--- src/rrva_pkg.sv ---
// shared types, constants and note tables of the round-robin voice allocator
package rrva_pkg;

  localparam int unsigned ScanBits  = 61;
  localparam int unsigned ExtBits   = 64;
  localparam int unsigned KeyBits   = 6;
  localparam int unsigned VoiceBits = 3;
  localparam int unsigned FreqBits  = 11;
  localparam int unsigned PwmBits   = 11;

  typedef struct packed {
    logic                 rel_any;
    logic                 prs_any;
    logic                 hit;
    logic                 hold_valid;
    logic                 out_free;
  } sts_t;

  typedef struct packed {
    logic                 load;
    logic                 rel_step;
    logic                 prs_step;
    logic                 flush;
  } cmd_t;

  typedef struct packed {
    logic [VoiceBits-1:0] voice;
    logic [KeyBits-1:0]   note;
    logic                 gate_on;
    logic [FreqBits-1:0]  freq_hz;
    logic [PwmBits-1:0]   pwm_level;
  } res_t;

  // keys past the top of the table use the top entry
  function automatic logic [FreqBits-1:0] freq_rom(input logic [KeyBits-1:0] idx);
    logic [FreqBits-1:0] f;
    case (idx)
      6'd0:  f = 11'd32;   6'd1:  f = 11'd34;   6'd2:  f = 11'd36;   6'd3:  f = 11'd38;
      6'd4:  f = 11'd41;   6'd5:  f = 11'd43;   6'd6:  f = 11'd46;   6'd7:  f = 11'd48;
      6'd8:  f = 11'd51;   6'd9:  f = 11'd55;   6'd10: f = 11'd58;   6'd11: f = 11'd61;
      6'd12: f = 11'd65;   6'd13: f = 11'd69;   6'd14: f = 11'd73;   6'd15: f = 11'd77;
      6'd16: f = 11'd82;   6'd17: f = 11'd87;   6'd18: f = 11'd92;   6'd19: f = 11'd97;
      6'd20: f = 11'd103;  6'd21: f = 11'd110;  6'd22: f = 11'd116;  6'd23: f = 11'd123;
      6'd24: f = 11'd130;  6'd25: f = 11'd138;  6'd26: f = 11'd146;  6'd27: f = 11'd155;
      6'd28: f = 11'd164;  6'd29: f = 11'd174;  6'd30: f = 11'd184;  6'd31: f = 11'd195;
      6'd32: f = 11'd207;  6'd33: f = 11'd220;  6'd34: f = 11'd233;  6'd35: f = 11'd246;
      6'd36: f = 11'd261;  6'd37: f = 11'd277;  6'd38: f = 11'd293;  6'd39: f = 11'd311;
      6'd40: f = 11'd329;  6'd41: f = 11'd349;  6'd42: f = 11'd369;  6'd43: f = 11'd391;
      6'd44: f = 11'd415;  6'd45: f = 11'd440;  6'd46: f = 11'd466;  6'd47: f = 11'd493;
      6'd48: f = 11'd523;  6'd49: f = 11'd554;  6'd50: f = 11'd587;  6'd51: f = 11'd622;
      6'd52: f = 11'd659;  6'd53: f = 11'd698;  6'd54: f = 11'd739;  6'd55: f = 11'd783;
      6'd56: f = 11'd830;  6'd57: f = 11'd880;  6'd58: f = 11'd932;  6'd59: f = 11'd987;
      default: f = 11'd1046;
    endcase
    return f;
  endfunction

  function automatic logic [PwmBits-1:0] pwm_rom(input logic [KeyBits-1:0] idx);
    logic [PwmBits-1:0] p;
    case (idx)
      6'd0:  p = 11'd9;    6'd1:  p = 11'd10;   6'd2:  p = 11'd11;   6'd3:  p = 11'd11;
      6'd4:  p = 11'd12;   6'd5:  p = 11'd13;   6'd6:  p = 11'd14;   6'd7:  p = 11'd15;
      6'd8:  p = 11'd15;   6'd9:  p = 11'd16;   6'd10: p = 11'd17;   6'd11: p = 11'd19;
      6'd12: p = 11'd20;   6'd13: p = 11'd21;   6'd14: p = 11'd22;   6'd15: p = 11'd24;
      6'd16: p = 11'd25;   6'd17: p = 11'd27;   6'd18: p = 11'd28;   6'd19: p = 11'd30;
      6'd20: p = 11'd32;   6'd21: p = 11'd34;   6'd22: p = 11'd36;   6'd23: p = 11'd38;
      6'd24: p = 11'd40;   6'd25: p = 11'd43;   6'd26: p = 11'd45;   6'd27: p = 11'd48;
      6'd28: p = 11'd51;   6'd29: p = 11'd54;   6'd30: p = 11'd57;   6'd31: p = 11'd61;
      6'd32: p = 11'd64;   6'd33: p = 11'd68;   6'd34: p = 11'd72;   6'd35: p = 11'd77;
      6'd36: p = 11'd81;   6'd37: p = 11'd86;   6'd38: p = 11'd91;   6'd39: p = 11'd97;
      6'd40: p = 11'd102;  6'd41: p = 11'd109;  6'd42: p = 11'd115;  6'd43: p = 11'd122;
      6'd44: p = 11'd129;  6'd45: p = 11'd137;  6'd46: p = 11'd145;  6'd47: p = 11'd154;
      6'd48: p = 11'd163;  6'd49: p = 11'd173;  6'd50: p = 11'd183;  6'd51: p = 11'd194;
      6'd52: p = 11'd205;  6'd53: p = 11'd218;  6'd54: p = 11'd231;  6'd55: p = 11'd244;
      6'd56: p = 11'd259;  6'd57: p = 11'd274;  6'd58: p = 11'd291;  6'd59: p = 11'd308;
      default: p = 11'd327;
    endcase
    return p;
  endfunction

endpackage

--- src/rrva_ctrl.sv ---
// controller state machine sequencing release and press events of one scan
module rrva_ctrl import rrva_pkg::*; (
  input  logic clk_i,
  input  logic rst_ni,
  input  logic in_valid_i,
  input  sts_t sts_i,
  output cmd_t cmd_o,
  output logic idle_o
);

  typedef enum logic [1:0] {
    StIdle,
    StRelease,
    StPress,
    StFlush
  } state_e;

  state_e state_q, state_d;
  logic   can_step;

  assign can_step = !sts_i.hold_valid || sts_i.out_free;
  assign idle_o   = (state_q == StIdle);

  always_comb begin
    state_d = state_q;
    cmd_o   = '0;
    unique case (state_q)
      StIdle: begin
        if (in_valid_i) begin
          cmd_o.load = 1'b1;
          state_d    = StRelease;
        end
      end
      StRelease: begin
        if (!sts_i.rel_any) begin
          state_d = StPress;
        end else if (can_step || !sts_i.hit) begin
          cmd_o.rel_step = 1'b1;
        end
      end
      StPress: begin
        if (!sts_i.prs_any) begin
          state_d = StFlush;
        end else if (can_step) begin
          cmd_o.prs_step = 1'b1;
        end
      end
      StFlush: begin
        if (!sts_i.hold_valid) begin
          state_d = StIdle;
        end else if (sts_i.out_free) begin
          cmd_o.flush = 1'b1;
          state_d     = StIdle;
        end
      end
      default: state_d = StIdle;
    endcase
  end

  always_ff @(posedge clk_i or negedge rst_ni) begin
    if (!rst_ni) begin
      state_q <= StIdle;
    end else begin
      state_q <= state_d;
    end
  end

endmodule

--- src/rrva_datapath.sv ---
// datapath: scan masks, voice table, round-robin pointer and result registers
module rrva_datapath import rrva_pkg::*; #(
  parameter int unsigned VOICE_COUNT = 6,
  parameter int unsigned KEY_COUNT   = 61
) (
  input  logic                 clk_i,
  input  logic                 rst_ni,
  input  logic [ScanBits-1:0]  key_bitmap_i,
  input  cmd_t                 cmd_i,
  output sts_t                 sts_o,
  input  logic                 out_stall_i,
  output logic                 out_valid_o,
  output res_t                 res_o,
  output logic                 last_o
);

  localparam int unsigned VW = (VOICE_COUNT > 1) ? $clog2(VOICE_COUNT) : 1;
  localparam logic [VW-1:0] VoiceTop = VW'(VOICE_COUNT - 1);

  logic [KEY_COUNT-1:0]   prev_q, rel_q, prs_q;
  logic [KEY_COUNT-1:0]   cur, rel_oh, prs_oh;
  logic [ExtBits-1:0]     ext;
  logic [KeyBits-1:0]     rel_key, prs_key;
  logic [VOICE_COUNT-1:0] busy_q, match, match_oh;
  logic [KeyBits-1:0]     note_q [VOICE_COUNT];
  logic [VW-1:0]          next_q, hit_v;
  logic [VW+VoiceBits-1:0] hit_ext, prs_ext;
  logic                   hit;
  logic                   new_valid, out_taken;
  res_t                   new_res, hold_q, out_q;
  logic                   hold_valid_q, out_valid_q, out_last_q;

  assign ext = ExtBits'(key_bitmap_i);
  assign cur = ext[KEY_COUNT-1:0];

  // lowest pending key of each mask
  assign rel_oh = rel_q & (~rel_q + 1'b1);
  assign prs_oh = prs_q & (~prs_q + 1'b1);

  always_comb begin
    rel_key = '0;
    prs_key = '0;
    for (int i = 0; i < KEY_COUNT; i++) begin
      rel_key |= rel_oh[i] ? KeyBits'(i) : '0;
      prs_key |= prs_oh[i] ? KeyBits'(i) : '0;
    end
  end

  // lowest busy voice holding the released note
  always_comb begin
    for (int v = 0; v < VOICE_COUNT; v++) begin
      match[v] = busy_q[v] && (note_q[v] == rel_key);
    end
  end

  assign match_oh = match & (~match + 1'b1);
  assign hit      = |match;

  always_comb begin
    hit_v = '0;
    for (int v = 0; v < VOICE_COUNT; v++) begin
      hit_v |= match_oh[v] ? VW'(v) : '0;
    end
  end

  assign hit_ext = (VW+VoiceBits)'(hit_v);
  assign prs_ext = (VW+VoiceBits)'(next_q);

  always_comb begin
    new_res = '0;
    if (cmd_i.prs_step) begin
      new_res.voice     = prs_ext[VoiceBits-1:0];
      new_res.note      = prs_key;
      new_res.gate_on   = 1'b1;
      new_res.freq_hz   = freq_rom(prs_key);
      new_res.pwm_level = pwm_rom(prs_key);
    end else begin
      new_res.voice = hit_ext[VoiceBits-1:0];
      new_res.note  = rel_key;
    end
  end

  assign new_valid = (cmd_i.rel_step && hit) || cmd_i.prs_step;
  assign out_taken = out_valid_q && !out_stall_i;

  // scan masks, voice table and pointer
  always_ff @(posedge clk_i or negedge rst_ni) begin
    if (!rst_ni) begin
      prev_q <= '0;
      rel_q  <= '0;
      prs_q  <= '0;
      busy_q <= '0;
      next_q <= '0;
      for (int v = 0; v < VOICE_COUNT; v++) begin
        note_q[v] <= '0;
      end
    end else begin
      if (cmd_i.load) begin
        rel_q  <= ~cur & prev_q;
        prs_q  <= cur & ~prev_q;
        prev_q <= cur;
      end
      if (cmd_i.rel_step) begin
        rel_q <= rel_q & ~rel_oh;
        if (hit) begin
          busy_q[hit_v] <= 1'b0;
          note_q[hit_v] <= '0;
        end
      end
      if (cmd_i.prs_step) begin
        prs_q          <= prs_q & ~prs_oh;
        busy_q[next_q] <= 1'b1;
        note_q[next_q] <= prs_key;
        next_q         <= (next_q == VoiceTop) ? '0 : next_q + 1'b1;
      end
    end
  end

  // one result is held back until it is known whether another follows
  always_ff @(posedge clk_i or negedge rst_ni) begin
    if (!rst_ni) begin
      hold_valid_q <= 1'b0;
      out_valid_q  <= 1'b0;
    end else begin
      if (new_valid) begin
        hold_valid_q <= 1'b1;
        if (hold_valid_q) begin
          out_valid_q <= 1'b1;
        end else if (out_taken) begin
          out_valid_q <= 1'b0;
        end
      end else if (cmd_i.flush) begin
        hold_valid_q <= 1'b0;
        out_valid_q  <= 1'b1;
      end else if (out_taken) begin
        out_valid_q <= 1'b0;
      end
    end
  end

  always_ff @(posedge clk_i) begin
    if (new_valid) begin
      hold_q <= new_res;
      if (hold_valid_q) begin
        out_q      <= hold_q;
        out_last_q <= 1'b0;
      end
    end else if (cmd_i.flush) begin
      out_q      <= hold_q;
      out_last_q <= 1'b1;
    end
  end

  assign sts_o.rel_any    = |rel_q;
  assign sts_o.prs_any    = |prs_q;
  assign sts_o.hit        = hit;
  assign sts_o.hold_valid = hold_valid_q;
  assign sts_o.out_free   = !out_valid_q || !out_stall_i;

  assign out_valid_o = out_valid_q;
  assign res_o       = out_q;
  assign last_o      = out_last_q;

endmodule

--- src/round_robin_voice_allocator.sv ---
// top level of the round-robin polyphonic voice allocator
//
//   channel  direction  handshake               payload
//   in       input      in_valid_i, in_stall_o  key_bitmap_i
//   out      output     out_valid_o, out_stall_i voice_o note_o gate_on_o freq_hz_o
//                                               pwm_level_o last_o
//
// one scan is loaded, then each released key and each pressed key is stepped in turn,
// the release and press phases are closed and the final result is flushed; a new scan
// is stalled until the previous one is fully walked
// the priority encoder over the pending key masks handles one key event per cycle unless
// held: a stalled output holds the event walk only when the held result cannot move on
// reset clears the previous scan, voice table and pointer at once
module round_robin_voice_allocator import rrva_pkg::*; #(
  parameter int unsigned VOICE_COUNT = 6,
  parameter int unsigned KEY_COUNT   = 61
) (
  input  logic                 clk_i,
  input  logic                 rst_ni,
  input  logic                 in_valid_i,
  output logic                 in_stall_o,
  input  logic [ScanBits-1:0]  key_bitmap_i,
  output logic                 out_valid_o,
  input  logic                 out_stall_i,
  output logic [VoiceBits-1:0] voice_o,
  output logic [KeyBits-1:0]   note_o,
  output logic                 gate_on_o,
  output logic [FreqBits-1:0]  freq_hz_o,
  output logic [PwmBits-1:0]   pwm_level_o,
  output logic                 last_o
);

  cmd_t cmd;
  sts_t sts;
  res_t res;
  logic idle;

  rrva_ctrl u_ctrl (
    .clk_i      (clk_i),
    .rst_ni     (rst_ni),
    .in_valid_i (in_valid_i),
    .sts_i      (sts),
    .cmd_o      (cmd),
    .idle_o     (idle)
  );

  rrva_datapath #(
    .VOICE_COUNT (VOICE_COUNT),
    .KEY_COUNT   (KEY_COUNT)
  ) u_datapath (
    .clk_i        (clk_i),
    .rst_ni       (rst_ni),
    .key_bitmap_i (key_bitmap_i),
    .cmd_i        (cmd),
    .sts_o        (sts),
    .out_stall_i  (out_stall_i),
    .out_valid_o  (out_valid_o),
    .res_o        (res),
    .last_o       (last_o)
  );

  assign in_stall_o  = !idle;
  assign voice_o     = res.voice;
  assign note_o      = res.note;
  assign gate_on_o   = res.gate_on;
  assign freq_hz_o   = res.freq_hz;
  assign pwm_level_o = res.pwm_level;

  // a new scan only starts once the previous one is fully walked
  assert property (@(posedge clk_i) disable iff (!rst_ni)
    in_valid_i && !in_stall_o |-> !sts.hold_valid && !sts.rel_any && !sts.prs_any)
    else $error("scan accepted while events pending");

  // an opened gate always carries a nonzero frequency and level from the table
  assert property (@(posedge clk_i) disable iff (!rst_ni)
    out_valid_o && gate_on_o |-> freq_hz_o != '0 && pwm_level_o != '0)
    else $error("gate on without frequency");

  // a freed voice carries no frequency or level
  assert property (@(posedge clk_i) disable iff (!rst_ni)
    out_valid_o && !gate_on_o |-> freq_hz_o == '0 && pwm_level_o == '0)
    else $error("release with nonzero frequency");

endmodule

--- config.mk ---
export PLATFORM = sky130hd
export DESIGN_NAME = round_robin_voice_allocator
export DESIGN_NICKNAME = d
export VERILOG_FILES = /design/src/rrva_pkg.sv /design/src/rrva_ctrl.sv /design/src/rrva_datapath.sv /design/src/round_robin_voice_allocator.sv
export SDC_FILE = /design/constraint.sdc
export NUM_CORES = 1
export LEC_CHECK = 0
export BUFFER_PORTS_ARGS = -buffer_cell sky130_fd_sc_hd__buf_2
export CAP_MARGIN = 20
export CORE_ASPECT_RATIO = 1.25
export CORE_MARGIN = 3
export CORE_UTILIZATION = 45
export DETAILED_ROUTE_END_ITERATION = 8
export PLACE_DENSITY_LB_ADDON = 0.05
export SKIP_LAST_GASP = 1
export SLEW_MARGIN = 0
export SYNTH_ARGS = -nofsm -noshare
export SYNTH_HDL_FRONTEND = slang
export SYNTH_SLANG_ARGS = --single-unit
export TNS_END_PERCENT = 30
--- constraint.sdc ---
create_clock -name clk_i -period 8.3 [get_ports clk_i]
set_input_delay 1.66 -clock clk_i [delete_from_list [all_inputs] [get_ports clk_i]]
set_output_delay 1.66 -clock clk_i [all_outputs]
set_load 0.005 [all_outputs]
==> results_dict.tcl, run 1 <==
set metrics [dict create \
    synth-edff-count 61 \
    cts_sinks 293 \
    die_w_um 181 \
    yosysTopAreaCell "dfrtp_1" \
    overflow 0 \
    synth_top_family_by_area "simple AND/OR/NAND/NOR gates" \
    ctsResizeCount 0 \
    yosys-top-cells-area "dfrtp_1 34%, edfxtp_1 11%, nand2_1 5.1%" \
    cp.arrival_ns 6.29 \
    ff2ff_path_depth 13 \
    final.setup.worst_slack_ns 2.36 \
    path_clk_slew_ns 0.06 \
    drc 0 \
    die_area_um2 40700 \
    final_cells 2438 \
    drtIter0Drc 1565 \
    portBuffers 97 \
    path_class "flip-flop to flip-flop" \
    cts_setup_buffers 0 \
    setup_violations 0 \
    synth-xor-area-share_pct 1.02 \
    status "complete, no violations" \
    grt_usage_pct 31.1 \
    grt_pass1_wl_mm 97.0 \
    cts_buffers 34 \
    whs_path_depth 0 \
    gp_congestion 1.07 \
    syn_to_final_growth_pct 11.0 \
    start_util_pct 45.9 \
    grt_max_degree 105 \
    ant_nets 0 \
    synth.top_cell.area_share_pct 33.7 \
    grt_pass1_vias 15500 \
    worstReg2RegStart "u_datapath.prs_q[3]" \
    antenna_found_initial 0 \
    fill_cells 3639 \
    die_h_um 225 \
    skew_ns 0.0285 \
    r2r-end "u_datapath.hold_q[1]" \
    syn_inst 1896 \
    cp-start-kind "flip-flop" \
    hp-class "flip-flop to flip-flop" \
    hold_buffers 0 \
    slew_headroom_pct 27.4 \
    dp_cells 2375 \
    synthMuxAreaShare_pct 0.915 \
    h-tree-depth 2 \
    rsz0062_at_grt "false" \
    routed_wl_mm 64.7 \
    synth_fa_ha_area_share_pct 0.944 \
    nNetsFinal 2005 \
    yosysWarnings 0 \
    synth_simple_gate_area_share_pct 24.4 \
    worst_pin_slew_ns 1.08 \
    postSynthAreaPerCell_um2 9.09 \
    finalHoldViolations 0 \
    synth_flop_cell "dfrtp_1" \
    clk_latency_ns 0.54 \
    ioPinCount 100 \
    synth_compound_area_share_pct 23.0 \
    cp_data_required_time_ns 8.64 \
    cp_max_fo 15 \
    yosys_register_bits 293 \
    dp_hpwl_mm 47.9 \
    reg2reg_slack_ns 2.36 \
    cts_tree "done" \
    min_period_over_period_pct 71.6 \
    finalCriticalPeriod_ns 5.94 \
    num_vias 15800 \
    vias_per_cell 6.49 \
    clock_path_buffers 3 \
    hold-path-endpoint "u_datapath.res_o[12]" \
    root_buffer "clkbuf_16" \
    fp.coreArea_um2 37600 \
    report.final.slew_viol_count 0 \
    min_from "u_datapath.hold_q[12]" \
    endpoint_kind "flip-flop" \
    synth-seq-area-share_pct 44.3 \
    tns_ns 0 \
    synth.distinct_cells 92 \
    dr.pass1.iters 7 \
    cap_violations 0 \
    fp-row-count 79 \
    place_ws_ns 2.49 \
    wire_per_inst_um 26.5 \
    synthArstFlopShare_pct 79.2 \
    syn-cell-area_um2 17200 \
    drive_gt1_share_pct 13.8 \
    clock.fmax_ghz 0.168 \
]
## metrics by stage
stage | area (um2) | util (%) | hold slack [ns]
2_1_floorplan | 17200 | - | 0.400
3_3_place_gp | 17900 | 47.8 | 0.402
3_5_place_dp | 18000 | 47.8 | 0.405
4_1_cts | 19100 | 50.8 | 0.419
5_1_grt | 19100 | 50.9 | 0.423
6_report | 19100 | 50.9 | 0.418
## placed cells by master (no fill, tap or decap), types with 9 or more instances in the layout
| cell type | count |
|---|---|
| nor2_1 | 130 |
| nand3_1 | 56 |
| edfxtp_1 | 61 |
| nand2b_1 | 21 |
| and2_1 | 14 |
| or3_1 | 17 |
| or2_2 | 9 |
| nand2_1 | 234 |
| a221oi_1 | 9 |
| and4b_1 | 9 |
| nand4_1 | 24 |
| mux2i_1 | 9 |
| clkbuf_16 | 34 |
| o31ai_1 | 16 |
| nor3b_1 | 10 |
| nand3b_1 | 23 |
| o31ai_2 | 28 |
| xnor2_1 | 20 |
| a31oi_1 | 17 |
| ha_1 | 13 |
| nor4_1 | 39 |
| or4_1 | 11 |
| dfrtp_1 | 232 |
| nor2b_1 | 18 |
| o21ai_0 | 174 |
| o22ai_1 | 22 |
| o21a_1 | 11 |
| o311ai_0 | 12 |
| o211ai_1 | 41 |
| buf_2 | 96 |
| nor3_1 | 76 |
| and3_1 | 15 |
| a32o_1 | 43 |
| buf_4 | 22 |
| inv_1 | 85 |
| nor4_2 | 17 |
| a211oi_1 | 18 |
| a21oi_1 | 76 |
| clkbuf_1 | 9 |
## layer usage
metal | vias to the layer above | part of all wire (%) | GRT usage [%]
met5 | - | 0 | 0
met1 | 7705 | 38 | 36.8
met3 | 211 | 5.7 | 3.82
li1 | 7173 | - | -
met4 | 0 | 7.4 | 19.2
met2 | 727 | 49 | 53.9
## area by class of cell
| type | count | area, um2 | area share (%) |
|---|---|---|---|
| inverter | 86 | 323 | 1.69 |
| multi-input combinational | 1390 | 8720 | 45.6 |
| antenna | 2 | 5.00 | 0.0262 |
| clock inverter | 11 | 158 | 0.824 |
| timing repair buffer | 122 | 719 | 3.76 |
| clock buffer | 48 | 953 | 4.98 |
| sequential | 293 | 7640 | 39.9 |
| tap | 486 | 608 | 3.18 |
## cells in the mapped netlist, drive strengths merged, types with 6 or more instances
library cell / n
ha: 13
o21ai: 179
and2: 15
a32o: 43
nor2: 132
buf: 51
a21oi: 77
nor3b: 12
a211oi: 19
nand2: 235
and3: 15
clkbuf: 77
inv: 86
nand2b: 21
or4: 11
dfrtp: 232
nor2b: 18
a31oi: 17
o211ai: 41
nand3: 58
xnor2: 20
mux2i: 9
a41oi: 7
o32ai: 8
a221oi: 10
or3: 17
nor3: 83
nand3b: 23
o41ai: 6
nand4b: 8
edfxtp: 61
and4b: 9
o2111ai: 7
nor4: 64
nand4: 27
o311ai: 16
o22ai: 22
or2: 10
o31ai: 44
o21a: 11
mux2: 6
## registers in the layout, summed over array words and instances (netlist names), 2 cells and up
signal	count
u_datapath.busy_q	6
u_datapath.prs_q	61
u_datapath.note_q	36
u_ctrl.state_q	2
u_datapath.prev_q	61
u_datapath.rel_q	61
u_datapath.res_o	30
u_datapath.next_q	3
u_datapath.hold_q	30
## kinds of logic after synthesis
logic type,after synthesis
other,1
buffers and inverters,214
XOR/XNOR,20
AO/OA/AOI/OAI,564
adder cells (fa/ha/maj),13
flip-flops,293
AND/OR/NAND/NOR,776
multiplexers,15
## how the worst max path moves through the flow
stage                               startpoint                    to  slack [ns]
final                      u_datapath.prs_q[3]  u_datapath.hold_q[1]        2.36
after global routing       u_datapath.prs_q[3]  u_datapath.hold_q[1]        1.97
after CTS                  u_datapath.prs_q[3]  u_datapath.hold_q[1]        2.46
after detailed placement   u_datapath.prs_q[3]  u_datapath.hold_q[1]        2.49
after global placement    u_datapath.rel_q[24]  u_datapath.rel_q[42]        2.39
after floorplan            u_datapath.rel_q[0]     u_datapath.last_o        2.23
## worst max-delay path, stage by stage (launching register included)
cell      delay (ns)
dfrtp_1         0.42
nor4_1          0.91
nand4_1         0.70
nor3_2          0.75
nand3_1         0.43
o21ai_0         0.25
or3_1           0.43
inv_1           0.52
ha_1            0.35
and2_1          0.14
nor3_1          0.17
a211oi_1        0.10
or3_1           0.37
a31oi_1         0.19
Power of run 1 is left out: the tool's default activity adds up to more than one toggle a clock period on the data nets, which glitch-free logic cannot reach.
==> run 2: changes to the inputs <==
- clock period: 8.3 -> 6.2 ns (I/O delays scaled with it)
==> run 2 against run 1 <==
  * Setup slack worse by 1.6 ns
  * Utilization increased by 0.63 points
  * Critical path depth decreased by 1
  * Clock skew rose by 0.0034 ns
  * Wire length shrank 2.5%
  * Maximum frequency increased by 8.4%
  * Via count fell by 0.61%
  * Clock-buffer cell count decreased by 6
  * Non-clock buffer count grew 25
  * Cell count is 0.98% higher
  * Register-to-register slack lost 1.6 ns
  * Flip-flop and latch count is the same
  * Critical path type unchanged
  * Largest cell class unchanged
==> results_dict.tcl, run 2 (synthesis gave the netlist of run 1 again) <==
set metrics [dict create \
    grt_pass1_wl_mm 96.0 \
    root_buffer "clkbuf_16" \
    cp_data_required_time_ns 6.40 \
    r2r-end "u_datapath.res_o[17]" \
    drive_gt1_share_pct 15.1 \
    finalCriticalPeriod_ns 5.48 \
    cts_setup_buffers 0 \
    cap_violations 0 \
    clock.fmax_ghz 0.182 \
    grt_max_degree 120 \
    routed_wl_mm 63.0 \
    report.final.slew_viol_count 0 \
    hp-class "flip-flop to flip-flop" \
    drc 0 \
    grt_usage_pct 30.5 \
    path_class "flip-flop to flip-flop" \
    num_vias 15700 \
    ant_nets 0 \
    whs_path_depth 0 \
    tns_ns 0 \
    placed_cell_area_um2 18200 \
    cp_max_fo 31 \
    fp.coreArea_um2 37600 \
    die_h_um 225 \
    wire_per_inst_um 25.6 \
    cp-start-kind "flip-flop" \
    skew_ns 0.0320 \
    ctsResizeCount 0 \
    fp-row-count 79 \
    hold_buffers 0 \
    h-tree-depth 2 \
    portBuffers 97 \
    fin_hold_ws_ns 0.414 \
    vias_per_cell 6.39 \
    status "complete, no violations" \
    syn_to_final_growth_pct 12.4 \
    drtIter0Drc 1245 \
    hold-path-endpoint "u_datapath.res_o[19]" \
    reg2reg_slack_ns 0.72 \
    slew_headroom_pct 32.1 \
    worst_pin_slew_ns 1.01 \
    die_w_um 181 \
    cts_buffers 34 \
    final_cell_mix "234 x nand2_1, 232 x dfrtp_1, 174 x o21ai_0, 130 x nor2_1, 96 x buf_2" \
    antenna_found_initial 2 \
    min_period_over_period_pct 88.4 \
    clock_path_buffers 3 \
    clk_latency_ns 0.55 \
    worstReg2RegStart "u_datapath.rel_q[31]" \
    cts_tree "done" \
    reg.largest.list "u_datapath.prev_q (61), u_datapath.prs_q (61), u_datapath.rel_q (61)" \
    finalHoldViolations 0 \
    dp_hpwl_mm 46.6 \
    die_area_um2 40700 \
    setup_violations 0 \
    endpoint_kind "flip-flop" \
    rsz0062_at_grt "false" \
    n_antenna_cell 0 \
    grt_pass1_vias 15500 \
    ff2ff_path_depth 12 \
    dr.pass1.iters 7 \
    nNetsFinal 2030 \
    ioPinCount 100 \
    start_util_pct 45.9 \
    min_from "u_datapath.hold_q[19]" \
    final_common_cell "nand2_1" \
    overflow 0 \
    gp_congestion 1.01 \
    path_clk_slew_ns 0.06 \
    cts_sinks 293 \
    finish.utilization_pct 51.6 \
    cp.arrival_ns 5.68 \
    fin_area_um2 19400 \
]
==> run 2: cell count changes in the layout (fill, tap and decap cells not counted), sizes merged <==
cell,change
clkbuf,-6
diode,-2
inv,+2
buf,+25
bufinv,+1
clkinvlp,+4
==> run 2: per-stage QoR <==
stage	std cells	worst slack, ns
finish	2462	0.718
floorplan	1897	0.126
global placement	2402	0.810
global route	2462	0.288
detailed placement	2402	0.746
CTS	2462	0.687
==> run 2: critical path, cell delays in order (launching register included) <==
cell and delay (ns):
dfrtp_1 0.50, nor4_1 0.86, nand4_1 0.40, or3_1 0.70, o2111ai_2 0.78, o21a_1 0.18, o22ai_1 0.09, nor4_2 0.44
nor4_4 0.12, and2_1 0.22, o31a_1 0.31, a21boi_2 0.14, buf_4 0.36
==> run 2: cell type report <==
cell class / count / area, um2
Fill cell: 3653 / 18200
Multi-Input combinational cell: 1390 / 8720
Sequential cell: 293 / 7640
Timing Repair Buffer: 147 / 933
Clock buffer: 42 / 912
Tap cell: 486 / 608
Inverter: 86 / 323
Clock inverter: 18 / 228
==> run 2: routing by layer <==
layer	global-route usage, %	wire length [um]	up-vias
met5	0	0	-
met3	3.96	3280	157
met4	16.7	3930	0
met2	52.4	30800	622
li1	-	-	7220
met1	37.3	25000	7721
==> run 2: how the worst max path moves through the flow <==
stage,start,end,slack [ns],cells past startpoint
after global routing,u_datapath.rel_q[33],u_datapath.res_o[23],0.29,13
after CTS,u_datapath.rel_q[33],u_datapath.res_o[23],0.69,12
after global placement,u_datapath.rel_q[33],u_datapath.res_o[12],0.81,12
after floorplan,u_datapath.rel_q[0],u_datapath.last_o,0.13,14
final,u_datapath.rel_q[31],u_datapath.res_o[17],0.72,12
after detailed placement,u_datapath.rel_q[33],u_datapath.res_o[12],0.75,12
Power of run 2 is left out for the same reason.
